**config.mk**
```make
export PLATFORM = sky130hd
export DESIGN_NAME = visible_rect_occlusion_top
export DESIGN_NICKNAME = d
export VERILOG_FILES = /design/src/sv/vro_pkg.sv /design/src/sv/vro_ram.sv /design/src/sv/vro_ctrl.sv /design/src/sv/vro_dp.sv /design/src/sv/visible_rect_occlusion_top.sv
export SDC_FILE = /design/constraint.sdc
export NUM_CORES = 2
export LEC_CHECK = 0
export BUFFER_PORTS_ARGS = -buffer_cell sky130_fd_sc_hd__buf_4
export CAP_MARGIN = 0
export CORE_MARGIN = 5
export CORE_UTILIZATION = 40
export CTS_CLUSTER_SIZE = 28
export DETAILED_ROUTE_END_ITERATION = 6
export HOLD_SLACK_MARGIN = 0.08
export SLEW_MARGIN = 30
export SYNTH_ARGS = -nofsm -noshare
export SYNTH_HDL_FRONTEND = slang
export SYNTH_SLANG_ARGS = --single-unit
```
**constraint.sdc**
```tcl
create_clock -name i_clk -period 18.3 [get_ports i_clk]
set_input_delay 0 -clock i_clk [delete_from_list [all_inputs] [get_ports i_clk]]
set_output_delay 0 -clock i_clk [all_outputs]
set_load 0.02 [all_outputs]
```
**src/sv/vro_pkg.sv**
```systemverilog
// shared types and constants for the visible rectangle occlusion block
package vro_pkg;

    localparam logic [1:0] KIND_TARGET   = 2'd0;
    localparam logic [1:0] KIND_OCCLUDER = 2'd1;
    localparam logic [1:0] KIND_END      = 2'd2;

    localparam logic [1:0] REG_SCREEN_W = 2'd0;
    localparam logic [1:0] REG_SCREEN_H = 2'd1;
    localparam logic [1:0] REG_MIN_SIZE = 2'd2;

    localparam logic [14:0] SCREEN_W_RST = 15'd1920;
    localparam logic [14:0] SCREEN_H_RST = 15'd1080;
    localparam logic [14:0] MIN_SIZE_RST = 15'd10;

    localparam int SPLIT_PARTS = 4;
    localparam int RECT_BITS   = 60;

    typedef struct packed {
        logic [14:0] h;
        logic [14:0] w;
        logic [14:0] y;
        logic [14:0] x;
    } t_rect;

    typedef enum logic [2:0] {
        S_IDLE,
        S_OCC_RD,
        S_OCC_SPLIT,
        S_OCC_WR,
        S_OCC_FIN,
        S_EMIT_RD,
        S_EMIT_CHK,
        S_EMIT_END
    } t_state;

    typedef struct packed {
        logic tgt_load;
        logic occ_start;
        logic rd_issue;
        logic split_load;
        logic part_write;
        logic occ_fin;
        logic set_ovf;
        logic emit_start;
        logic emit_target;
        logic emit_take;
        logic v_inc;
        logic emit_final;
    } t_cmd;

    typedef struct packed {
        logic [1:0] kind;
        logic       occ_go;
        logic       v_done;
        logic       nn_full;
        logic       mask_empty;
        logic       qualifies;
        logic       pend_v;
        logic       out_free;
        logic       ovf_emit;
    } t_status;

endpackage

```
**src/sv/vro_ram.sv**
```systemverilog
// generic single write port ram with registered read
module vro_ram #(
    parameter int WIDTH = 60,
    parameter int DEPTH = 16
) (
    input  logic                     i_clk,
    input  logic                     i_we,
    input  logic [$clog2(DEPTH)-1:0] i_waddr,
    input  logic [WIDTH-1:0]         i_wdata,
    input  logic                     i_re,
    input  logic [$clog2(DEPTH)-1:0] i_raddr,
    output logic [WIDTH-1:0]         o_rdata
);
    logic [WIDTH-1:0] r_mem [DEPTH];
    logic [WIDTH-1:0] r_rdata;

    always_ff @(posedge i_clk) begin
        if (i_we) begin
            r_mem[i_waddr] <= i_wdata;
        end
        if (i_re) begin
            r_rdata <= r_mem[i_raddr];
        end
    end

    assign o_rdata = r_rdata;
endmodule

```
**src/sv/vro_ctrl.sv**
```systemverilog
// controller state machine sequencing target, occluder and end transactions
module vro_ctrl (
    input  logic             i_clk,
    input  logic             i_rst_n,
    input  logic             i_s_tvalid,
    output logic             o_s_tready,
    input  vro_pkg::t_status i_status,
    output vro_pkg::t_cmd    o_cmd
);
    import vro_pkg::*;

    t_state r_state, n_state;

    always_ff @(posedge i_clk) begin
        if (!i_rst_n) begin
            r_state <= S_IDLE;
        end else begin
            r_state <= n_state;
        end
    end

    always_comb begin
        n_state = r_state;
        unique case (r_state)
            S_IDLE: begin
                if (i_s_tvalid) begin
                    if (i_status.kind == KIND_OCCLUDER && i_status.occ_go) begin
                        n_state = S_OCC_RD;
                    end else if (i_status.kind == KIND_END) begin
                        n_state = S_EMIT_RD;
                    end
                end
            end
            S_OCC_RD: begin
                if (i_status.v_done || i_status.nn_full) begin
                    n_state = S_OCC_FIN;
                end else begin
                    n_state = S_OCC_SPLIT;
                end
            end
            S_OCC_SPLIT: n_state = S_OCC_WR;
            S_OCC_WR: begin
                if (i_status.mask_empty) begin
                    n_state = S_OCC_RD;
                end
            end
            S_OCC_FIN: n_state = S_IDLE;
            S_EMIT_RD: begin
                if (i_status.ovf_emit || i_status.v_done) begin
                    n_state = S_EMIT_END;
                end else begin
                    n_state = S_EMIT_CHK;
                end
            end
            S_EMIT_CHK: begin
                if (!i_status.qualifies || !i_status.pend_v || i_status.out_free) begin
                    n_state = S_EMIT_RD;
                end
            end
            S_EMIT_END: begin
                if (i_status.out_free) begin
                    n_state = S_IDLE;
                end
            end
            default: n_state = S_IDLE;
        endcase
    end

    always_comb begin
        o_cmd      = '0;
        o_s_tready = 1'b0;
        unique case (r_state)
            S_IDLE: begin
                o_s_tready = 1'b1;
                if (i_s_tvalid) begin
                    o_cmd.tgt_load   = (i_status.kind == KIND_TARGET);
                    o_cmd.occ_start  = (i_status.kind == KIND_OCCLUDER) && i_status.occ_go;
                    o_cmd.emit_start = (i_status.kind == KIND_END);
                end
            end
            S_OCC_RD: begin
                if (!i_status.v_done) begin
                    if (i_status.nn_full) begin
                        o_cmd.set_ovf = 1'b1;
                    end else begin
                        o_cmd.rd_issue = 1'b1;
                    end
                end
            end
            S_OCC_SPLIT: begin
                o_cmd.split_load = 1'b1;
                o_cmd.v_inc      = 1'b1;
            end
            S_OCC_WR: o_cmd.part_write = !i_status.mask_empty;
            S_OCC_FIN: o_cmd.occ_fin = 1'b1;
            S_EMIT_RD: begin
                if (i_status.ovf_emit) begin
                    o_cmd.emit_target = 1'b1;
                end else if (!i_status.v_done) begin
                    o_cmd.rd_issue = 1'b1;
                end
            end
            S_EMIT_CHK: begin
                if (!i_status.qualifies) begin
                    o_cmd.v_inc = 1'b1;
                end else if (!i_status.pend_v || i_status.out_free) begin
                    o_cmd.emit_take = 1'b1;
                    o_cmd.v_inc     = 1'b1;
                end
            end
            S_EMIT_END: o_cmd.emit_final = i_status.out_free;
            default: o_cmd = '0;
        endcase
    end
endmodule

```
**src/sv/vro_dp.sv**
```systemverilog
// datapath: clipping, splitting, piece stores and output register
module vro_dp #(
    parameter int MAX_PIECES = 16
) (
    input  logic             i_clk,
    input  logic             i_rst_n,
    input  logic [63:0]      i_s_tdata,
    input  logic [1:0]       i_s_tuser,
    input  logic [14:0]      i_screen_w,
    input  logic [14:0]      i_screen_h,
    input  logic [14:0]      i_min_size,
    input  vro_pkg::t_cmd    i_cmd,
    output vro_pkg::t_status o_status,
    input  logic             i_m_tready,
    output logic             o_m_tvalid,
    output logic [63:0]      o_m_tdata,
    output logic             o_m_tuser,
    output logic             o_m_tlast
);
    import vro_pkg::*;

    localparam int AW = $clog2(MAX_PIECES);
    localparam int CW = $clog2(MAX_PIECES + 1);

    logic [CW-1:0]  r_count, r_v, r_nn;
    logic           r_ovf, r_stopped, r_bank;
    t_rect          r_tgt, r_occ, r_pend;
    logic           r_pend_v;
    t_rect          r_part [SPLIT_PARTS];
    logic [3:0]     r_mask;
    t_rect          r_out;
    logic           r_out_valid, r_out_none, r_out_last;

    // input clip
    logic signed [17:0] cx, cy, cw, ch;
    logic               clip_ok;
    t_rect              in_clipped;

    always_comb begin
        cx = {{2{i_s_tdata[15]}}, i_s_tdata[15:0]};
        cy = {{2{i_s_tdata[31]}}, i_s_tdata[31:16]};
        cw = {3'b000, i_s_tdata[46:32]};
        ch = {3'b000, i_s_tdata[61:47]};
        if (cx < 0) begin
            cw = cw + cx;
            cx = '0;
        end
        if (cy < 0) begin
            ch = ch + cy;
            cy = '0;
        end
        if (cx + cw > $signed({3'b000, i_screen_w})) begin
            cw = $signed({3'b000, i_screen_w}) - cx;
        end
        if (cy + ch > $signed({3'b000, i_screen_h})) begin
            ch = $signed({3'b000, i_screen_h}) - cy;
        end
        clip_ok      = (cw > 0) && (ch > 0);
        in_clipped.x = cx[14:0];
        in_clipped.y = cy[14:0];
        in_clipped.w = cw[14:0];
        in_clipped.h = ch[14:0];
    end

    // piece stores, ping-pong between visible and scratch role
    logic [RECT_BITS-1:0] rdata0, rdata1;
    logic                 wr_en;
    logic [AW-1:0]        wr_addr;
    t_rect                wr_data;
    logic                 wr_bank;
    t_rect                src;

    vro_ram #(.WIDTH(RECT_BITS), .DEPTH(MAX_PIECES)) u_ram0 (
        .i_clk   (i_clk),
        .i_we    (wr_en && !wr_bank),
        .i_waddr (wr_addr),
        .i_wdata (wr_data),
        .i_re    (i_cmd.rd_issue),
        .i_raddr (r_v[AW-1:0]),
        .o_rdata (rdata0)
    );

    vro_ram #(.WIDTH(RECT_BITS), .DEPTH(MAX_PIECES)) u_ram1 (
        .i_clk   (i_clk),
        .i_we    (wr_en && wr_bank),
        .i_waddr (wr_addr),
        .i_wdata (wr_data),
        .i_re    (i_cmd.rd_issue),
        .i_raddr (r_v[AW-1:0]),
        .o_rdata (rdata1)
    );

    assign src = r_bank ? t_rect'(rdata1) : t_rect'(rdata0);

    // split of the stored piece around the occluder
    logic [15:0]        sx2, sy2, ox2, oy2, ix, iy, ix2, iy2;
    logic signed [16:0] iw, ih;
    t_rect              part [SPLIT_PARTS];
    logic [3:0]         mask;

    always_comb begin
        sx2 = {1'b0, src.x} + {1'b0, src.w};
        sy2 = {1'b0, src.y} + {1'b0, src.h};
        ox2 = {1'b0, r_occ.x} + {1'b0, r_occ.w};
        oy2 = {1'b0, r_occ.y} + {1'b0, r_occ.h};
        ix  = (src.x > r_occ.x) ? {1'b0, src.x} : {1'b0, r_occ.x};
        iy  = (src.y > r_occ.y) ? {1'b0, src.y} : {1'b0, r_occ.y};
        ix2 = (sx2 < ox2) ? sx2 : ox2;
        iy2 = (sy2 < oy2) ? sy2 : oy2;
        iw  = $signed({1'b0, ix2}) - $signed({1'b0, ix});
        ih  = $signed({1'b0, iy2}) - $signed({1'b0, iy});
        part[0] = src;
        part[0].w = 15'(ix - {1'b0, src.x});
        part[1].x = ix2[14:0];
        part[1].y = src.y;
        part[1].w = 15'(sx2 - ix2);
        part[1].h = src.h;
        part[2].x = ix[14:0];
        part[2].y = src.y;
        part[2].w = iw[14:0];
        part[2].h = 15'(iy - {1'b0, src.y});
        part[3].x = ix[14:0];
        part[3].y = iy2[14:0];
        part[3].w = iw[14:0];
        part[3].h = 15'(sy2 - iy2);
        if (iw <= 0 || ih <= 0) begin
            part[0] = src;
            mask    = 4'b0001;
        end else begin
            mask = {sy2 > iy2, iy > {1'b0, src.y}, sx2 > ix2, ix > {1'b0, src.x}};
        end
    end

    // lowest pending part goes out first
    t_rect      sel_part;
    logic [3:0] sel_bit;

    always_comb begin
        priority if (r_mask[0]) begin
            sel_part = r_part[0];
            sel_bit  = 4'b0001;
        end else if (r_mask[1]) begin
            sel_part = r_part[1];
            sel_bit  = 4'b0010;
        end else if (r_mask[2]) begin
            sel_part = r_part[2];
            sel_bit  = 4'b0100;
        end else begin
            sel_part = r_part[3];
            sel_bit  = 4'b1000;
        end
    end

    always_comb begin
        wr_en   = (i_cmd.tgt_load && clip_ok) || i_cmd.part_write;
        wr_bank = i_cmd.part_write ? !r_bank : r_bank;
        wr_addr = i_cmd.part_write ? r_nn[AW-1:0] : '0;
        wr_data = i_cmd.part_write ? sel_part : in_clipped;
    end

    logic out_free, out_load;
    assign out_free = !r_out_valid || i_m_tready;
    assign out_load = (i_cmd.emit_take && r_pend_v) || i_cmd.emit_final;

    always_ff @(posedge i_clk) begin
        if (!i_rst_n) begin
            r_count     <= '0;
            r_v         <= '0;
            r_nn        <= '0;
            r_ovf       <= 1'b0;
            r_stopped   <= 1'b0;
            r_bank      <= 1'b0;
            r_tgt       <= '0;
            r_pend_v    <= 1'b0;
            r_mask      <= '0;
            r_out_valid <= 1'b0;
        end else begin
            if (i_cmd.tgt_load) begin
                r_ovf     <= 1'b0;
                r_tgt     <= clip_ok ? in_clipped : '0;
                r_count   <= clip_ok ? CW'(1) : '0;
                r_stopped <= !clip_ok;
            end
            if (i_cmd.occ_start || i_cmd.emit_start) begin
                r_v      <= '0;
                r_nn     <= '0;
                r_pend_v <= 1'b0;
            end
            if (i_cmd.v_inc) begin
                r_v <= r_v + CW'(1);
            end
            if (i_cmd.split_load) begin
                r_mask <= mask;
            end
            if (i_cmd.part_write) begin
                r_mask <= r_mask & ~sel_bit;
                r_nn   <= r_nn + CW'(1);
            end
            if (i_cmd.set_ovf) begin
                r_ovf <= 1'b1;
            end
            if (i_cmd.occ_fin) begin
                r_count <= r_nn;
                r_bank  <= !r_bank;
                if (r_ovf || r_nn == '0) begin
                    r_stopped <= 1'b1;
                end
            end
            if (i_cmd.emit_target || i_cmd.emit_take) begin
                r_pend_v <= 1'b1;
            end
            if (i_cmd.emit_final) begin
                r_count   <= '0;
                r_ovf     <= 1'b0;
                r_tgt     <= '0;
                r_stopped <= 1'b1;
                r_pend_v  <= 1'b0;
            end
            if (out_load) begin
                r_out_valid <= 1'b1;
            end else if (i_m_tready) begin
                r_out_valid <= 1'b0;
            end
        end
    end

    always_ff @(posedge i_clk) begin
        if (i_cmd.occ_start) begin
            r_occ <= in_clipped;
        end
        if (i_cmd.split_load) begin
            r_part <= part;
        end
        if (i_cmd.emit_target) begin
            r_pend <= r_tgt;
        end else if (i_cmd.emit_take) begin
            r_pend <= src;
        end
        if (out_load) begin
            r_out_last <= i_cmd.emit_final;
            r_out_none <= i_cmd.emit_final && !r_pend_v;
            r_out      <= (i_cmd.emit_final && !r_pend_v) ? '0 : r_pend;
        end
    end

    always_comb begin
        o_status.kind       = i_s_tuser;
        o_status.occ_go     = !r_stopped && clip_ok;
        o_status.v_done     = (r_v == r_count);
        o_status.nn_full    = (r_nn >= CW'(MAX_PIECES - SPLIT_PARTS));
        o_status.mask_empty = (r_mask == '0);
        o_status.qualifies  = (src.w > i_min_size) && (src.h > i_min_size);
        o_status.pend_v     = r_pend_v;
        o_status.out_free   = out_free;
        o_status.ovf_emit   = r_ovf && (r_count != '0);
    end

    assign o_m_tvalid = r_out_valid;
    assign o_m_tdata  = {4'b0000, r_out.h, r_out.w, r_out.y, r_out.x};
    assign o_m_tuser  = r_out_none;
    assign o_m_tlast  = r_out_last;
endmodule

```
**src/sv/visible_rect_occlusion_top.sv**
```systemverilog
// top level: config registers, controller and datapath of the occlusion block
//
// Computes the visible part of one target rectangle under a series of
// occluders. The input stream carries one rectangle per transaction with
// its kind in s_tuser: target starts a new visible set, occluder cuts it,
// end emits the set. Results leave on the output stream, one rectangle per
// transaction, m_tuser set when nothing is visible, m_tlast on the final one.
// Screen size and minimum emitted size are written over the apb port.
// Target and unknown kinds need no walk; an occluder walks the stored
// pieces one at a time through the piece ram, reading, splitting and
// writing the parts of each; an end fetches each stored piece from the
// ram and checks it in turn.
// A stalled output holds its register; the walk pauses until the result
// register frees, while a finished result never blocks the next input.
// Reset clears the set and restores the default screen of 1920 by 1080.
module visible_rect_occlusion_top #(
    parameter int MAX_PIECES = 16
) (
    input  logic        i_clk,
    input  logic        i_rst_n,
    input  logic        s_tvalid,
    output logic        s_tready,
    input  logic [63:0] s_tdata,   // rect_x, rect_y, rect_w, rect_h, zero fill
    input  logic [1:0]  s_tuser,   // kind
    output logic        m_tvalid,
    input  logic        m_tready,
    output logic [63:0] m_tdata,   // out_x, out_y, out_w, out_h, zero fill
    output logic        m_tuser,   // none_visible
    output logic        m_tlast,
    input  logic        psel,
    input  logic        penable,
    input  logic        pwrite,
    input  logic [3:0]  paddr,
    input  logic [31:0] pwdata,
    output logic [31:0] prdata,
    output logic        pready
);
    import vro_pkg::*;

    logic [14:0] r_screen_w, r_screen_h, r_min_size;
    t_cmd        cmd;
    t_status     status;

    always_ff @(posedge i_clk) begin
        if (!i_rst_n) begin
            r_screen_w <= SCREEN_W_RST;
            r_screen_h <= SCREEN_H_RST;
            r_min_size <= MIN_SIZE_RST;
        end else if (psel && penable && pwrite) begin
            unique case (paddr[3:2])
                REG_SCREEN_W: r_screen_w <= pwdata[14:0];
                REG_SCREEN_H: r_screen_h <= pwdata[14:0];
                REG_MIN_SIZE: r_min_size <= pwdata[14:0];
                default: ;
            endcase
        end
    end

    always_comb begin
        unique case (paddr[3:2])
            REG_SCREEN_W: prdata = {17'd0, r_screen_w};
            REG_SCREEN_H: prdata = {17'd0, r_screen_h};
            REG_MIN_SIZE: prdata = {17'd0, r_min_size};
            default:      prdata = '0;
        endcase
    end

    assign pready = 1'b1;

    vro_ctrl u_ctrl (
        .i_clk      (i_clk),
        .i_rst_n    (i_rst_n),
        .i_s_tvalid (s_tvalid),
        .o_s_tready (s_tready),
        .i_status   (status),
        .o_cmd      (cmd)
    );

    vro_dp #(.MAX_PIECES(MAX_PIECES)) u_dp (
        .i_clk      (i_clk),
        .i_rst_n    (i_rst_n),
        .i_s_tdata  (s_tdata),
        .i_s_tuser  (s_tuser),
        .i_screen_w (r_screen_w),
        .i_screen_h (r_screen_h),
        .i_min_size (r_min_size),
        .i_cmd      (cmd),
        .o_status   (status),
        .i_m_tready (m_tready),
        .o_m_tvalid (m_tvalid),
        .o_m_tdata  (m_tdata),
        .o_m_tuser  (m_tuser),
        .o_m_tlast  (m_tlast)
    );
endmodule
```
==> metrics.txt <==
fraction of layout cells with a size suffix above 1=0.210; via-per-instance ratio=~5.7; most numerous cell on the critical path=a21oi_1; largest net degree at the start of global routing=171; clk_lat worst skew=0.90 ns; Worst-Margin Slew=about 1.1 ns; fin util=0.461; clk buf depth=4; unrepaired setup endpoints after global routing=no; Critical Path Start Type=flop; # fillers=~23000; Post-synth EDFFs=between 2000 and 2500; Post-Route WL=between 300000 and 400000 µm; I/O pins=210; Port-buffer cells=~170; Hold Vio Cnt, Final=0; 1st-iter DRT viols=6207; Synth Flop Type=edfxtp_1; Multi-input gate area=between 0.03 and 0.04 mm²; initial antenna violation count=6; cell family with most CP delay=compound AO/OA/AOI/OAI gates; Crit path largest cell delay=about 0.89 ns; Tcrit/Tclk final=0.615; final net count=between 7000 and 8000; Top Metal Used=met4; Setup Fix Bufs, Post-CTS=0; Synth area leaders=edfxtp_1 65%, mux4_2 12%, ha_1 4.1%; DR pass1 iterations=5; sum of negative setup slack=0 ns; Synth Warn #=0; CTS root buffer=clkbuf_16; Max transition margin=0.270; top flop regs=u_dp.u_ram0.r_mem (960), u_dp.u_ram1.r_mem (960), u_dp.r_part (165); Area Overhead vs Synth=14.9%; slowest CP cell=mux2i_1; syn_area_per_cell=between 15 and 20 µm²; post-synthesis cell area=0.111 mm²; Worst Path Arrival=about 12 ns; area leader, netlist=edfxtp_1; Netlist cell types=97; GRT Residual Overflow=0; Final setup viols=0; DRC Markers=0; Setup Skew=about 0.051 ns; asr flop ratio synth=0; Clk pin slew, worst setup/hold paths=around 0.070 ns; peak supply drop=75.3 µV; critical path class=flop to flop; met3 routed WL=20700 µm; starting density of the core=0.402; commonest non-fill, non-tap cell in the layout=edfxtp_1; pwr dens=~100 mW/mm²; Die H=537 µm; number of CTS-inserted buffers=245; CP required=between 15 and 20 ns; vias in the first global route=roughly 63000; routed len/inst=27.7 µm; Worst Setup End Kind=flop; DP HPWL=191000 µm; Max FO, Critical Path=25; WHS=0.139 ns; Max-Cap Viols=0; Leakage=between 40 and 50 nW; worst hold-check path type=input port to flop; maximum clock rate=0.0888 GHz; r2r setup slk=around 7.0 ns; top-area cell type share of the netlist area=0.646; crit path buf inv count=6; clock tree sinks=2519; status=complete, no violations; most frequent cells in the layout=2387 x edfxtp_1, 600 x mux4_2, 368 x ha_1; min Tclk post-route=around 11 ns; first-pass GRT wire length=between 400000 and 500000 µm; core area=roughly 0.28 mm²; row cnt=approximately 190; fin. max-slew vios=0; Post-Synthesis Cells=between 6000 and 7000; Die Wd=approximately 540 µm; met2 wire len=roughly 150000 µm; register bit total from synthesis=about 2500; Seq/Total Area, Yosys=0.669; GP Congestion=0.918; htree depth=4; CTS tree=done; vias=between 60000 and 70000; WL met1=127000 µm; post-route ant nets=0; GRT Total Usage=0.208; register area=between 0.07 and 0.08 mm²; die area=about 0.29 mm²
-- final timing paths --
| path | endpoint | from | depth (start not counted) |
|---|---|---|---|
| min reg2reg | u_dp.r_tgt[5] | u_dp.r_tgt[5] | 2 |
| max reg2reg | u_dp.r_part[211] | u_dp.r_bank | 39 |
| max | u_dp.r_part[211] | u_dp.r_bank | 39 |
| min | u_dp.r_occ[54] | s_tdata[56] | 6 |
-- cells by family after synthesis --
kind of cell,synth area share
XOR/XNOR,0.0126
other,0.0000676
AND/OR/NAND/NOR,0.0500
buffers and inverters,0.0215
flip-flops,0.669
AO/OA/AOI/OAI,0.0551
multiplexers,0.147
adder cells (fa/ha/maj),0.0442
-- cell type report --
class                           instances  share of cell area
Sequential cell                      2519               0.583
Tap cell                             3705              0.0363
Multi-Input combinational cell       3586               0.276
Clock inverter                        145              0.0104
Clock buffer                          301              0.0508
Inverter                              302             0.00888
Antenna cell                            4           0.0000785
Timing Repair Buffer                  505              0.0352
-- worst reg2reg max path: cells and delay by family (launching register included) --
family | cells | cell delay, ns
DFF | 1 | 0.65
xor gates and xnor gates | 2 | 0.32
muxes | 2 | 1.10
and+or+nand+nor | 5 | 1.46
buffers and inverters | 6 | 1.74
AOI/OAI and AO/OA | 20 | 4.44
adders and majority gates | 4 | 1.26
-- through the flow --
step           setup WS (ns)  area (µm²)  power, mW  std cells
5_1_grt                 6.57      128000       13.5      11100
3_5_place_dp            6.98      118000       8.16      10500
3_3_place_gp            7.04      118000       8.12      10500
6_report                7.04      128000       13.0      11100
4_1_cts                 6.97      127000       13.1      11100
2_1_floorplan           4.64      111000       7.62       6711
-- metal layers --
metal,up-vias,GRT usage
met5,-,0
met4,0,0.0560
met3,408,0.0288
met2,2314,0.351
met1,33000,0.286
li1,27300,-
-- repair_timing --
item / CTS / global route
hold endpoints to repair: 415 / 0
resized for setup: 0 / 0
hold buffers: 129 / 0
-- power breakdown --
part | internal, mW | switching (mW)
clock network | 2.81 | 2.15
logic | 0.496 | 1.02
registers | 6.56 | 0.0108
-- Yosys cell counts (47+ instances only) --
cell type  number
nand3_1       123
xor2_1         52
buf_1          69
dfxtp_1       132
a21o_1         85
mux4_2        600
o21ai_0       232
nor3_1         51
nand2_1       363
nand2b_1       47
clkbuf_1      203
inv_1         301
o21a_1         63
edfxtp_1     2387
mux2i_1       211
mux2_2         64
a21oi_1       353
nor2b_1       133
xnor2_1       108
ha_1          368
nor2_1        284
Note: power is estimated with default switching activity, not from simulation.
